### config.mk
export PLATFORM = sky130hd
export DESIGN_NAME = sync_type_length_deframer_unit
export DESIGN_NICKNAME = d
export VERILOG_FILES = /design/src/rtl/sltd_pkg.sv /design/src/rtl/sltd_obuf.sv /design/src/rtl/sync_type_length_deframer_unit.sv
export VERILOG_INCLUDE_DIRS = /design/src /design/src/rtl
export SDC_FILE = /design/constraint.sdc
export NUM_CORES = 1
export LEC_CHECK = 0
export BUFFER_PORTS_ARGS = -buffer_cell sky130_fd_sc_hd__buf_2
export CORE_AREA = 4 4 101 151
export DETAILED_ROUTE_END_ITERATION = 8
export DIE_AREA = 0 0 105 155
export PLACE_DENSITY_LB_ADDON = 0.1
export RECOVER_POWER = 100
export SLEW_MARGIN = 15
export SYNTH_ARGS = -nofsm -noshare
export SYNTH_HDL_FRONTEND = slang
export SYNTH_SLANG_ARGS = --single-unit
### constraint.sdc
create_clock -name aclk -period 9.31 [get_ports aclk]
set_input_delay 1.862 -clock aclk [delete_from_list [all_inputs] [get_ports aclk]]
set_output_delay 1.862 -clock aclk [all_outputs]
set_load 0.03 [all_outputs]
### src/rtl/sync_type_length_deframer_unit_defines.svh
// Assertion macros used by the deframer top-level RTL file.
// No dependencies; included by files that carry concurrent checks.
`ifndef SYNC_TYPE_LENGTH_DEFRAMER_UNIT_DEFINES_SVH
`define SYNC_TYPE_LENGTH_DEFRAMER_UNIT_DEFINES_SVH
`ifndef SYNTHESIS
// Check a property at every clock edge outside reset.
`define SLTD_ASSERT(label, clk, rst_n, prop) \
    label: assert property (@(posedge clk) disable iff (!rst_n) (prop)) \
        else $error("deframer check failed");
// Check that a condition implies another in the same cycle.
`define SLTD_ASSERT_IMPL(label, clk, rst_n, ante, cons) \
    label: assert property (@(posedge clk) disable iff (!rst_n) (ante) |-> (cons)) \
        else $error("deframer implication failed");
// Check that a condition implies another in the next cycle.
`define SLTD_ASSERT_NEXT(label, clk, rst_n, ante, cons) \
    label: assert property (@(posedge clk) disable iff (!rst_n) (ante) |=> (cons)) \
        else $error("deframer next-cycle check failed");
`else
`define SLTD_ASSERT(label, clk, rst_n, prop)
`define SLTD_ASSERT_IMPL(label, clk, rst_n, ante, cons)
`define SLTD_ASSERT_NEXT(label, clk, rst_n, ante, cons)
`endif
`endif

### src/rtl/sltd_pkg.sv
// Types and constants of the sync/type/length deframer.
// No dependencies; used by sltd_obuf and the top level.
package sltd_pkg;

    typedef enum logic [2:0] {
        PH_HUNT1   = 3'd0,
        PH_HUNT2   = 3'd1,
        PH_TYPE    = 3'd2,
        PH_LEN_LO  = 3'd3,
        PH_LEN_HI  = 3'd4,
        PH_PAYLOAD = 3'd5
    } phase_t;

    typedef enum logic [1:0] {
        OUT_PAYLOAD  = 2'd0,
        OUT_EMPTY    = 2'd1,
        OUT_OVERSIZE = 2'd2
    } outcome_t;

    localparam logic [1:0] CFG_SYNC_FIRST  = 2'd0;
    localparam logic [1:0] CFG_SYNC_SECOND = 2'd1;
    localparam logic [1:0] CFG_MAX_LENGTH  = 2'd2;

    localparam logic [7:0]  SYNC_FIRST_RESET  = 8'hAA;
    localparam logic [7:0]  SYNC_SECOND_RESET = 8'h55;
    localparam logic [15:0] MAX_LENGTH_RESET  = 16'd8192;

    typedef struct packed {
        outcome_t    outcome;
        logic [7:0]  packet_type;
        logic [7:0]  payload_byte;
        logic [15:0] byte_index;
        logic        last;
        logic [15:0] length;
    } result_t;

endpackage

### src/rtl/sltd_obuf.sv
// Output register stage of the deframer result channel.
// Depends on sltd_pkg for the result beat type.
module sltd_obuf (
    input  logic              aclk,
    input  logic              aresetn,
    input  logic              in_valid,
    output logic              in_ready,
    input  sltd_pkg::result_t in_data,
    output logic              out_valid,
    input  logic              out_ready,
    output sltd_pkg::result_t out_data
);

    logic              valid_reg;
    sltd_pkg::result_t data_reg;

    // take a new beat whenever the held one leaves or none is held
    assign in_ready  = !valid_reg || out_ready;
    assign out_valid = valid_reg;
    assign out_data  = data_reg;

    // hold control state
    always_ff @(posedge aclk) begin
        if (!aresetn) begin
            valid_reg <= 1'b0;
        end else if (in_ready) begin
            valid_reg <= in_valid;
        end
    end

    // load payload on a new beat
    always_ff @(posedge aclk) begin
        if (in_ready && in_valid) begin
            data_reg <= in_data;
        end
    end

endmodule

### src/rtl/sync_type_length_deframer_unit.sv
// Sync/type/length frame parser over a received byte stream.
// Depends on sltd_pkg, sltd_obuf and the assertion macro header.
//
// Takes one byte per beat and emits one result per payload byte, plus one
// result for an empty or oversize frame; header bytes give no result. A byte
// is accepted every clock cycle unless input stalls; its result is held in the output register
// from the cycle after acceptance. Input stalls only while that single output register
// holds a beat the sink has not taken. Configuration writes take effect at the
// next clock edge and belong while no frame is in progress.
`include "sync_type_length_deframer_unit_defines.svh"
module sync_type_length_deframer_unit (
    input  logic        aclk,
    input  logic        aresetn,
    input  logic        cfg_wr_en,
    input  logic [1:0]  cfg_index,
    input  logic [15:0] cfg_wr_data,
    input  logic        s_valid,
    output logic        s_ready,
    input  logic [7:0]  s_data_byte,
    output logic        m_valid,
    input  logic        m_ready,
    output logic [1:0]  m_outcome,
    output logic [7:0]  m_packet_type,
    output logic [7:0]  m_payload_byte,
    output logic [15:0] m_byte_index,
    output logic        m_last,
    output logic [15:0] m_length
);

    logic [7:0]  sync_first_reg;
    logic [7:0]  sync_second_reg;
    logic [15:0] max_length_reg;

    sltd_pkg::phase_t phase_reg, phase_next;
    logic [7:0]  type_reg, type_next;
    logic [15:0] len_reg, len_next;
    logic [15:0] count_reg, count_next;

    logic              s_fire;
    logic              res_valid;
    sltd_pkg::result_t res_data;
    sltd_pkg::result_t out_data;
    logic [15:0]       full_len;
    logic [15:0]       idx_inc;
    logic              pay_last;

    assign s_fire   = s_valid && s_ready;
    assign full_len = {s_data_byte, len_reg[7:0]};
    assign idx_inc  = count_reg + 16'd1;
    assign pay_last = (idx_inc == len_reg);

    // write configuration registers; unknown indexes are dropped
    always_ff @(posedge aclk) begin
        if (!aresetn) begin
            sync_first_reg  <= sltd_pkg::SYNC_FIRST_RESET;
            sync_second_reg <= sltd_pkg::SYNC_SECOND_RESET;
            max_length_reg  <= sltd_pkg::MAX_LENGTH_RESET;
        end else if (cfg_wr_en) begin
            unique case (cfg_index)
                sltd_pkg::CFG_SYNC_FIRST:  sync_first_reg  <= cfg_wr_data[7:0];
                sltd_pkg::CFG_SYNC_SECOND: sync_second_reg <= cfg_wr_data[7:0];
                sltd_pkg::CFG_MAX_LENGTH:  max_length_reg  <= cfg_wr_data;
                default: ;
            endcase
        end
    end

    // next phase
    always_comb begin
        phase_next = phase_reg;
        unique case (phase_reg)
            sltd_pkg::PH_HUNT2:
                phase_next = (s_data_byte == sync_second_reg) ? sltd_pkg::PH_TYPE
                                                              : sltd_pkg::PH_HUNT1;
            sltd_pkg::PH_TYPE:   phase_next = sltd_pkg::PH_LEN_LO;
            sltd_pkg::PH_LEN_LO: phase_next = sltd_pkg::PH_LEN_HI;
            sltd_pkg::PH_LEN_HI:
                phase_next = (full_len == 16'd0 || full_len > max_length_reg)
                           ? sltd_pkg::PH_HUNT1 : sltd_pkg::PH_PAYLOAD;
            sltd_pkg::PH_PAYLOAD:
                phase_next = pay_last ? sltd_pkg::PH_HUNT1 : sltd_pkg::PH_PAYLOAD;
            default:
                phase_next = (s_data_byte == sync_first_reg) ? sltd_pkg::PH_HUNT2
                                                             : sltd_pkg::PH_HUNT1;
        endcase
    end

    // frame fields and result beat
    always_comb begin
        type_next             = type_reg;
        len_next              = len_reg;
        count_next            = count_reg;
        res_valid             = 1'b0;
        res_data.outcome      = sltd_pkg::OUT_PAYLOAD;
        res_data.packet_type  = type_reg;
        res_data.payload_byte = 8'd0;
        res_data.byte_index   = 16'd0;
        res_data.last         = 1'b1;
        res_data.length       = len_reg;
        unique case (phase_reg)
            sltd_pkg::PH_TYPE:   type_next = s_data_byte;
            sltd_pkg::PH_LEN_LO: len_next  = {8'd0, s_data_byte};
            sltd_pkg::PH_LEN_HI: begin
                len_next        = full_len;
                count_next      = 16'd0;
                res_data.length = full_len;
                if (full_len == 16'd0) begin
                    res_valid        = 1'b1;
                    res_data.outcome = sltd_pkg::OUT_EMPTY;
                end else if (full_len > max_length_reg) begin
                    res_valid        = 1'b1;
                    res_data.outcome = sltd_pkg::OUT_OVERSIZE;
                end
            end
            sltd_pkg::PH_PAYLOAD: begin
                res_valid             = 1'b1;
                res_data.payload_byte = s_data_byte;
                res_data.byte_index   = count_reg;
                res_data.last         = pay_last;
                count_next            = idx_inc;
            end
            default: ;
        endcase
    end

    // advance parser state on an accepted beat
    always_ff @(posedge aclk) begin
        if (!aresetn) begin
            phase_reg <= sltd_pkg::PH_HUNT1;
            type_reg  <= 8'd0;
            len_reg   <= 16'd0;
            count_reg <= 16'd0;
        end else if (s_fire) begin
            phase_reg <= phase_next;
            type_reg  <= type_next;
            len_reg   <= len_next;
            count_reg <= count_next;
        end
    end

    sltd_obuf u_obuf (
        .aclk      (aclk),
        .aresetn   (aresetn),
        .in_valid  (s_valid && res_valid),
        .in_ready  (s_ready),
        .in_data   (res_data),
        .out_valid (m_valid),
        .out_ready (m_ready),
        .out_data  (out_data)
    );

    assign m_outcome      = out_data.outcome;
    assign m_packet_type  = out_data.packet_type;
    assign m_payload_byte = out_data.payload_byte;
    assign m_byte_index   = out_data.byte_index;
    assign m_last         = out_data.last;
    assign m_length       = out_data.length;

    `SLTD_ASSERT_IMPL(a_ctrl_result_shape, aclk, aresetn, m_valid && m_outcome != sltd_pkg::OUT_PAYLOAD, m_last && m_payload_byte == 8'd0 && m_byte_index == 16'd0)
    `SLTD_ASSERT_IMPL(a_payload_in_range, aclk, aresetn, phase_reg == sltd_pkg::PH_PAYLOAD, len_reg != 16'd0 && count_reg < len_reg)
    `SLTD_ASSERT_NEXT(a_payload_gives_beat, aclk, aresetn, s_fire && phase_reg == sltd_pkg::PH_PAYLOAD, m_valid)
    `SLTD_ASSERT(a_stall_only_when_full, aclk, aresetn, s_ready || m_valid)

endmodule
; ---- Word-level counts from Yosys, hierarchy flattened
; Index checks and enable logic that the tools add are counted.
[word_totals]
register_bits = 127
latchBits = 0
mem_bits_rw = 0
rom_bits = 0
in_bits = 31
output_inout_bits = 53
wordCells = 60
n_memories = 0
[op_classes]
addsub = 1
mul = 0
div = 0
magnitude_cmp = 1
n_eq_ne = 10
shifts = 0
n_mux = 13
bitwise = 1
reduce_logical = 18
[op_table]
columns = cell, n
row1 = 16-bit case mux with 2 select lines, 2
row2 = "16-bit by 1-bit adder with 16-bit output, second input constant", 1
row3 = 16-bit == test, 1
row4 = 8-bit == test, 2
row5 = 16-bit > comparator, 1
row6 = 16-bit logical NOT, 1
row7 = 16-bit 2-to-1 mux, 1
row8 = 3-bit case mux with 5 select lines, 1
row9 = 2-bit AND reduction, 6
row10 = "3-bit by 2-bit == test with 1-bit output, second input constant", 2
row11 = "3-bit == test, second input constant", 2
row12 = 3-bit 2-to-1 mux, 2
row13 = 1-bit 2-to-1 mux, 4
row14 = 2-bit 2-to-1 mux, 2
row15 = 2-bit nonzero test, 2
row16 = "3-bit by 1-bit == test with 1-bit output, second input constant", 1
row17 = 1-bit logical AND, 3
row18 = 3-bit AND reduction, 1
row19 = "2-bit by 1-bit == test with 1-bit output, second input constant", 1
row20 = "2-bit == test, second input constant", 1
row21 = 2-bit logical NOT, 1
row22 = 1-bit logical OR, 2
row23 = 1-bit case mux with 2 select lines, 1
row24 = 2-bit OR reduction, 1
row25 = 2 further kinds, 2

; ---- Logic depth before layout (Yosys ltp)
; Gate-level depths: netlist (run 1).
[logic_depth]
ltp_word = 6
mapped_depth = 10
ltp_nobuf = 9

; ---- Modules after synthesis
; A second synthesis (run 1) with hierarchy kept.
[hier_totals]
cells_unflattened = 618
area_unflattened_um2 = 6102.1
[modules_own_cells]
columns = mod, n_inst, cells_per_inst, area_each_um2, seq_area_each_um2
row1 = sync_type_length_deframer_unit, 1, 562, 4513.1, 1501.4
row2 = sltd_obuf, 1, 56, 1589.0, 1551.5

; ---- Worst setup path after synthesis (run 1)
; OpenSTA, ideal clock, no wires.
[synth_timing]
kind = input-to-reg
startpoint = input port s_data_byte[6]
endpoint = register u_obuf.data_reg (netlist bit u_obuf.out_data[0]) (enable)
setup_ns = 0.555
arrival_ns = 7.065
t_required_ns = 8.755
slack_ns = 1.689
path_stages = 6
path_buffers = 0
cell_sequence = ha_1 nand4_1 nor3_1 o31ai_1 a22o_1 a311oi_1
[synth_via]
elab_chain_cells = 6
word_cells_on_any_way = 7
cone_classes = order compare (1) / mux (3) / reduce/logical (3)
[synth_rtl]
columns = item, line
row1 = from (decl), sync_type_length_deframer_unit.sv:19  ; input logic [7:0] s_data_byte,
row2 = 16-bit > comparator, sync_type_length_deframer_unit.sv:110  ; end else if (full_len > max_length_reg) begin
row3 = 1-bit 2-to-1 mux, sync_type_length_deframer_unit.sv:110
row4 = 1-bit 2-to-1 mux *, sync_type_length_deframer_unit.sv:107  ; if (full_len == 16'd0) begin
row5 = 1-bit case mux with 2 select lines *, sync_type_length_deframer_unit.sv:100  ; unique case (phase_reg)
row6 = 1-bit logical AND *, sync_type_length_deframer_unit.sv:144  ; .in_valid (s_valid && res_valid),
row7 = 1-bit logical AND *, sltd_obuf.sv:33  ; if (in_ready && in_valid) begin
row8 = to (signal assigned), sltd_obuf.sv:34  ; data_reg <= in_data;
row9 = to (decl), sltd_obuf.sv:15  ; sltd_pkg::result_t data_reg;
; Every way passes the cells marked *; elsewhere a longest branch is shown, timed or not.
; A chain may end at the register's enable or synchronous reset.

; ---- Final worst setup path (run 1)
[layout_timing]
startpoint = input port s_data_byte[6]
endpoint = register u_obuf.data_reg (netlist bit u_obuf.out_data[15]) (enable)
; The elaborated chain is that of the path after synthesis.

==> results_dict.tcl, run 1 <==
set metrics [dict create \
    status "finished with violations" \
    violations "max-capacitance violations, max-slew violations" \
    wl_per_cell_um 19.1 \
    root_buffer "clkbuf_16" \
    cp_slowest_cell "clkbuf_1" \
    syn_area_per_cell_um2 9.53 \
    row_count 53 \
    grt_max_degree 77 \
    crit_buf_inv 2 \
    async_flop_share 0 \
    yosysWarnings 0 \
    grt-ovfl-total 0 \
    total_leakage_power_nw 2.75 \
    ys_types 56 \
    vdd_ir_drop_max_uv 127 \
    portBuffers 83 \
    post-route-period-util 0.630 \
    synthCells 651 \
    crit_chain "clkbuf_1, ha_1, nand4_1, nor3_1, o31ai_1, a22o_1, a311oi_1, clkbuf_1" \
    hold_class "register to register" \
    min_period_ns 5.87 \
    postCtsHoldBufs 0 \
    ant_nets 0 \
    ios 84 \
    cp_top_family "buffers and inverters" \
    yosysSeqAreaShare 0.492 \
    layout_common_cells "nand2_1 (107), dfxtp_1 (76), clkbuf_1 (61)" \
    critPathArrivalTime_ns 5.84 \
    rsz0062_at_grt "no" \
    drive_above_1_share 0.0852 \
    worst_slew_margin_rel -0.800 \
    final_hold_viol_count 0 \
    cts_tree "yes" \
    dr.pass1.iters 5 \
    nets 764 \
    grt_use_total 0.216 \
    setup-violations-final 0 \
    layout_commonest_cell "nand2_1" \
    insertedDiodeCount 0 \
    clkSinkCount 127 \
    syn2layout_area_growth_pct 15.3 \
    cts_buffers 17 \
    cts.repair.resized 0 \
    routed_via_density 5.64 \
    cts_buffer_depth 2 \
    endpoint_kind "register" \
    gp_congestion 0.856 \
    tightest_slew_ns 2.70 \
    vias 5038 \
    finClkSkew_ns 0.00787 \
    grt_first_pass_wirelength_mm 27.3 \
    drc 0 \
    grt_antenna_before_repair 0 \
    start_util 0.445 \
    synth_edf_count 51 \
    die_h_um 155 \
    largest_reg_flops 51 \
    powerDensity_mw_per_mm2 178 \
    finalWirelength_mm 17.1 \
    synth_area_mm2 0.00620 \
    die_area_mm2 0.0163 \
    num-fill-cells 1354 \
    finalSetupTns_ns 0 \
    htree_levels 4 \
    startpoint_type "primary input" \
    grt_pass1_vias 4916 \
    max-cap-violations 1 \
    path_common_cell "clkbuf_1" \
    dp_cells 861 \
    syn_nets 700 \
    cts.clk_slew.worst_paths_ns 0.06 \
    die_w_um 105 \
    cts_setup_buffers 0 \
    ys_seq_elements 127 \
    critPathRequiredTime_ns 9.29 \
    clock_latency_ns 0.42 \
    crit_fanout 50 \
    core_mm2 0.0139 \
    cp_slowest_stage_delay_ns 1.96 \
    ys.flop_type "dfxtp_1" \
    drv_slew 51 \
    max_freq_mhz 170 \
    dp_hpwl_mm 12.1 \
    finalPower_mw 1.27 \
    drt_iter0_markers 330 \
    stdcell_count 893 \
    crit_type "primary input to register" \
]
-- cells by family after synthesis --
group           after synthesis  synth area share
mux                          16            0.0258
xor+xnor                     33            0.0466
fa+ha+maj                    18            0.0363
buf+inv                      62            0.0409
compound gates              122             0.135
simple gates                273             0.223
flops                       127             0.492
-- final cells by class --
cell class / instances / area, µm² / area share
clock buffer: 20 / 458 / 0.0640
clock inverter: 12 / 109 / 0.0152
inverter: 20 / 75.1 / 0.0105
multi-input combinational: 462 / 2890 / 0.403
sequential: 127 / 3050 / 0.427
tap: 165 / 206 / 0.0289
timing repair buffer: 87 / 367 / 0.0513
-- routing by layer --
metal / part of all wire / global-route usage
met2: 0.54 / 0.394
met1: 0.39 / 0.247
met4: 0.025 / 0.0769
met5: 0 / 0
met3: 0.044 / 0.0461
-- final timing paths --
path | from | endpoint | slack (ns) | depth (start not counted)
max | s_data_byte[6] | u_obuf.out_data[15] | 3.44 | 8
min reg2reg | type_reg[4] | u_obuf.out_data[45] | 0.44 | 0
max reg2reg | u_obuf.out_valid | u_obuf.out_data[15] | 4.76 | 5
min | type_reg[4] | u_obuf.out_data[45] | 0.44 | 0
-- report_power, final --
group	leakage, nW	switching (mW)	internal, mW	total, mW
Sequential	1.18	0.00301	0.579	0.582
Clock	0.274	0.253	0.383	0.636
Combinational	1.30	0.0315	0.0208	0.0524
-- metrics by stage --
step	cell area, µm²	utilization	setup slack, ns	hold WS [ns]
global route	7150	0.514	2.98	0.444
finish	7150	0.514	3.44	0.442
global placement	6690	0.481	4.91	0.425
floorplan	6200	-	1.69	0.408
CTS	7260	0.521	5.13	0.437
detailed placement	6690	0.481	4.78	0.426
-- cells in the mapped netlist (8+ instances only) --
library cell	n	share of area
edfxtp_1	51	0.25
nand4_1	12	0.012
and2_1	9	0.0091
a22oi_1	8	0.0097
nand2_1	107	0.065
a21oi_1	15	0.012
xor2_1	15	0.021
nand3_1	24	0.019
and3_1	27	0.027
ha_1	18	0.036
nor2_1	24	0.015
dfxtp_1	76	0.25
a21boi_0	35	0.042
xnor2_1	18	0.025
o21ai_0	23	0.019
clkbuf_1	34	0.021
nor2b_1	26	0.026
mux2i_1	16	0.026
inv_1	20	0.012
-- worst register-to-register path: cells and delay by family (launching register included) --
family | cells | cell delay (ns)
buf+inv | 1 | 1.96
simple gates | 3 | 1.19
compound gates | 1 | 0.63
flops | 1 | 0.31
No activity file was read; power rests on OpenSTA's default activity.
==> run 2, diff against run 1 <==
==> constraint.sdc (replaced) <==
create_clock -name aclk -period 6.1 [get_ports aclk]
set_input_delay 1.22 -clock aclk [delete_from_list [all_inputs] [get_ports aclk]]
set_output_delay 1.22 -clock aclk [all_outputs]
set_load 0.03 [all_outputs]
==> run 2 against run 1 <==
Net effect: the flow still finishes with violations (max-capacitance violations, max-slew violations); final cell count decreased by 0.11%; clock-buffer cell count increased by 3; design area decreased by 0.28%; power increased by 48%; sequential power increased by 53%; sequential share of layout area increased by 0.12 points; worst setup slack got worse by 1.8 ns; wire length decreased by 1.9%; first-iteration DRC count decreased by 12%; largest cell class unchanged; largest power group unchanged.
==> results_dict.tcl, run 2 (same netlist as run 1, synthesis figures left out) <==
set metrics [dict create \
    hold_class "register to register" \
    finalSetupTns_ns 0 \
    endpoint_kind "register" \
    die_area_mm2 0.0163 \
    tightest_slew_ns 1.50 \
    clkSinkCount 127 \
    critPathRequiredTime_ns 6.15 \
    row_count 53 \
    start_util 0.445 \
    dr.pass1.iters 5 \
    drt_iter0_markers 289 \
    dp_hpwl_mm 12.1 \
    grt-ovfl-total 0 \
    startpoint_type "primary input" \
    drive_above_1_share 0.0880 \
    portBuffers 83 \
    worst_slew_margin_rel -0.00455 \
    cts_buffer_depth 2 \
    core_mm2 0.0139 \
    max_freq_mhz 223 \
    cts_tree "yes" \
    place_area_mm2 0.00669 \
    total_leakage_power_nw 2.75 \
    routed_via_density 5.59 \
    insertedDiodeCount 0 \
    post-route-period-util 0.735 \
    powerDensity_mw_per_mm2 264 \
    largest_reg_flops 51 \
    vias 4985 \
    postCtsHoldBufs 0 \
    nets 763 \
    status "finished with violations" \
    violations "max-capacitance violations, max-slew violations" \
    rsz0062_at_grt "no" \
    crit_fanout 43 \
    die_w_um 105 \
    holdPathStages 0 \
    grt_antenna_before_repair 0 \
    reg2regPathDepth 5 \
    layout_commonest_cell "nand2_1" \
    finClkSkew_ns 0.00723 \
    hold_ws_ns 0.435 \
    cts.repair.resized 0 \
    die_h_um 155 \
    multi_input_area_mm2 0.00289 \
    drc 0 \
    htree_levels 4 \
    grt_max_degree 77 \
    design_area_mm2 0.00713 \
    cts_setup_buffers 0 \
    drv_slew 1 \
    syn2layout_area_growth_pct 15.0 \
    root_buffer "clkbuf_16" \
    clock_latency_ns 0.41 \
    regArea_mm2 0.00305 \
    grt_use_total 0.209 \
    final_hold_viol_count 0 \
    num-fill-cells 1346 \
    min_period_ns 4.48 \
    cts_buffers 17 \
    layout_common_cells "nand2_1 (107), dfxtp_1 (76), clkbuf_1 (60)" \
    vdd_ir_drop_max_uv 184 \
    grt_first_pass_wirelength_mm 26.4 \
    cts.clk_slew.worst_paths_ns 0.05 \
    setup-violations-final 0 \
    finalWirelength_mm 16.8 \
    post-route-util 0.512 \
    ant_nets 0 \
    wl_per_cell_um 18.8 \
    crit_type "primary input to register" \
    ios 84 \
    max-cap-violations 1 \
    grt_pass1_vias 4892 \
    critPathArrivalTime_ns 4.54 \
    gp_congestion 0.841 \
]
-- run 2: cell count changes in the layout (fill, tap and decap cells not counted), sizes merged --
cell / before / now
buf: 28 / 30
inv: 23 / 21
bufinv: 1 / 0
clkinv: 6 / 5
clkinvlp: 2 / 3
-- run 2: path summary, 6_finish.rpt --
| kind | start | to | slack, ns |
|---|---|---|---|
| min reg2reg | type_reg[2] | u_obuf.out_data[43] | 0.43 |
| max | s_data_byte[1] | u_obuf.out_data[42] | 1.62 |
| max reg2reg | u_obuf.out_valid | u_obuf.out_data[42] | 2.29 |
| min | type_reg[2] | u_obuf.out_data[43] | 0.43 |
-- run 2: layout make-up --
cell class,instances,area share
repair buffers,86,0.0516
clock inverters,9,0.00859
flip-flops and latches,127,0.428
well taps,165,0.0289
clock buffers,23,0.0672
inverters,20,0.0105
multi-input cells,462,0.405
-- run 2: per-layer routing --
metal,wire length [µm],GRT usage,up-vias
li1,-,-,2444
met1,6590,0.229,2346
met2,8810,0.379,161
met3,743,0.0515,34
met4,626,0.0944,0
met5,0,0,-
-- run 2: worst max-delay path: stages --
cell and delay, ns:
clkbuf_1 0.51, ha_1 0.27, nand2_1 0.06, nor3_1 0.21
o31ai_1 0.12, a22o_1 0.25, a311oi_1 1.23, buf_4 0.62
-- run 2: power breakdown --
group          internal [mW]  total (mW)  switching (mW)  leakage [nW]
registers              0.884       0.889         0.00460          1.19
logic                 0.0319      0.0795          0.0476          1.31
clock network          0.553       0.915           0.362         0.259
-- run 2: per-stage QoR --
stage          power [mW]  setup WS (ns)  cells
4_1_cts              1.90           2.42    892
3_5_place_dp        0.987           2.00    860
6_report             1.88           1.62    892
5_1_grt              1.95           1.26    892
2_1_floorplan       0.957           1.14    651
3_3_place_gp        0.984           2.11    860
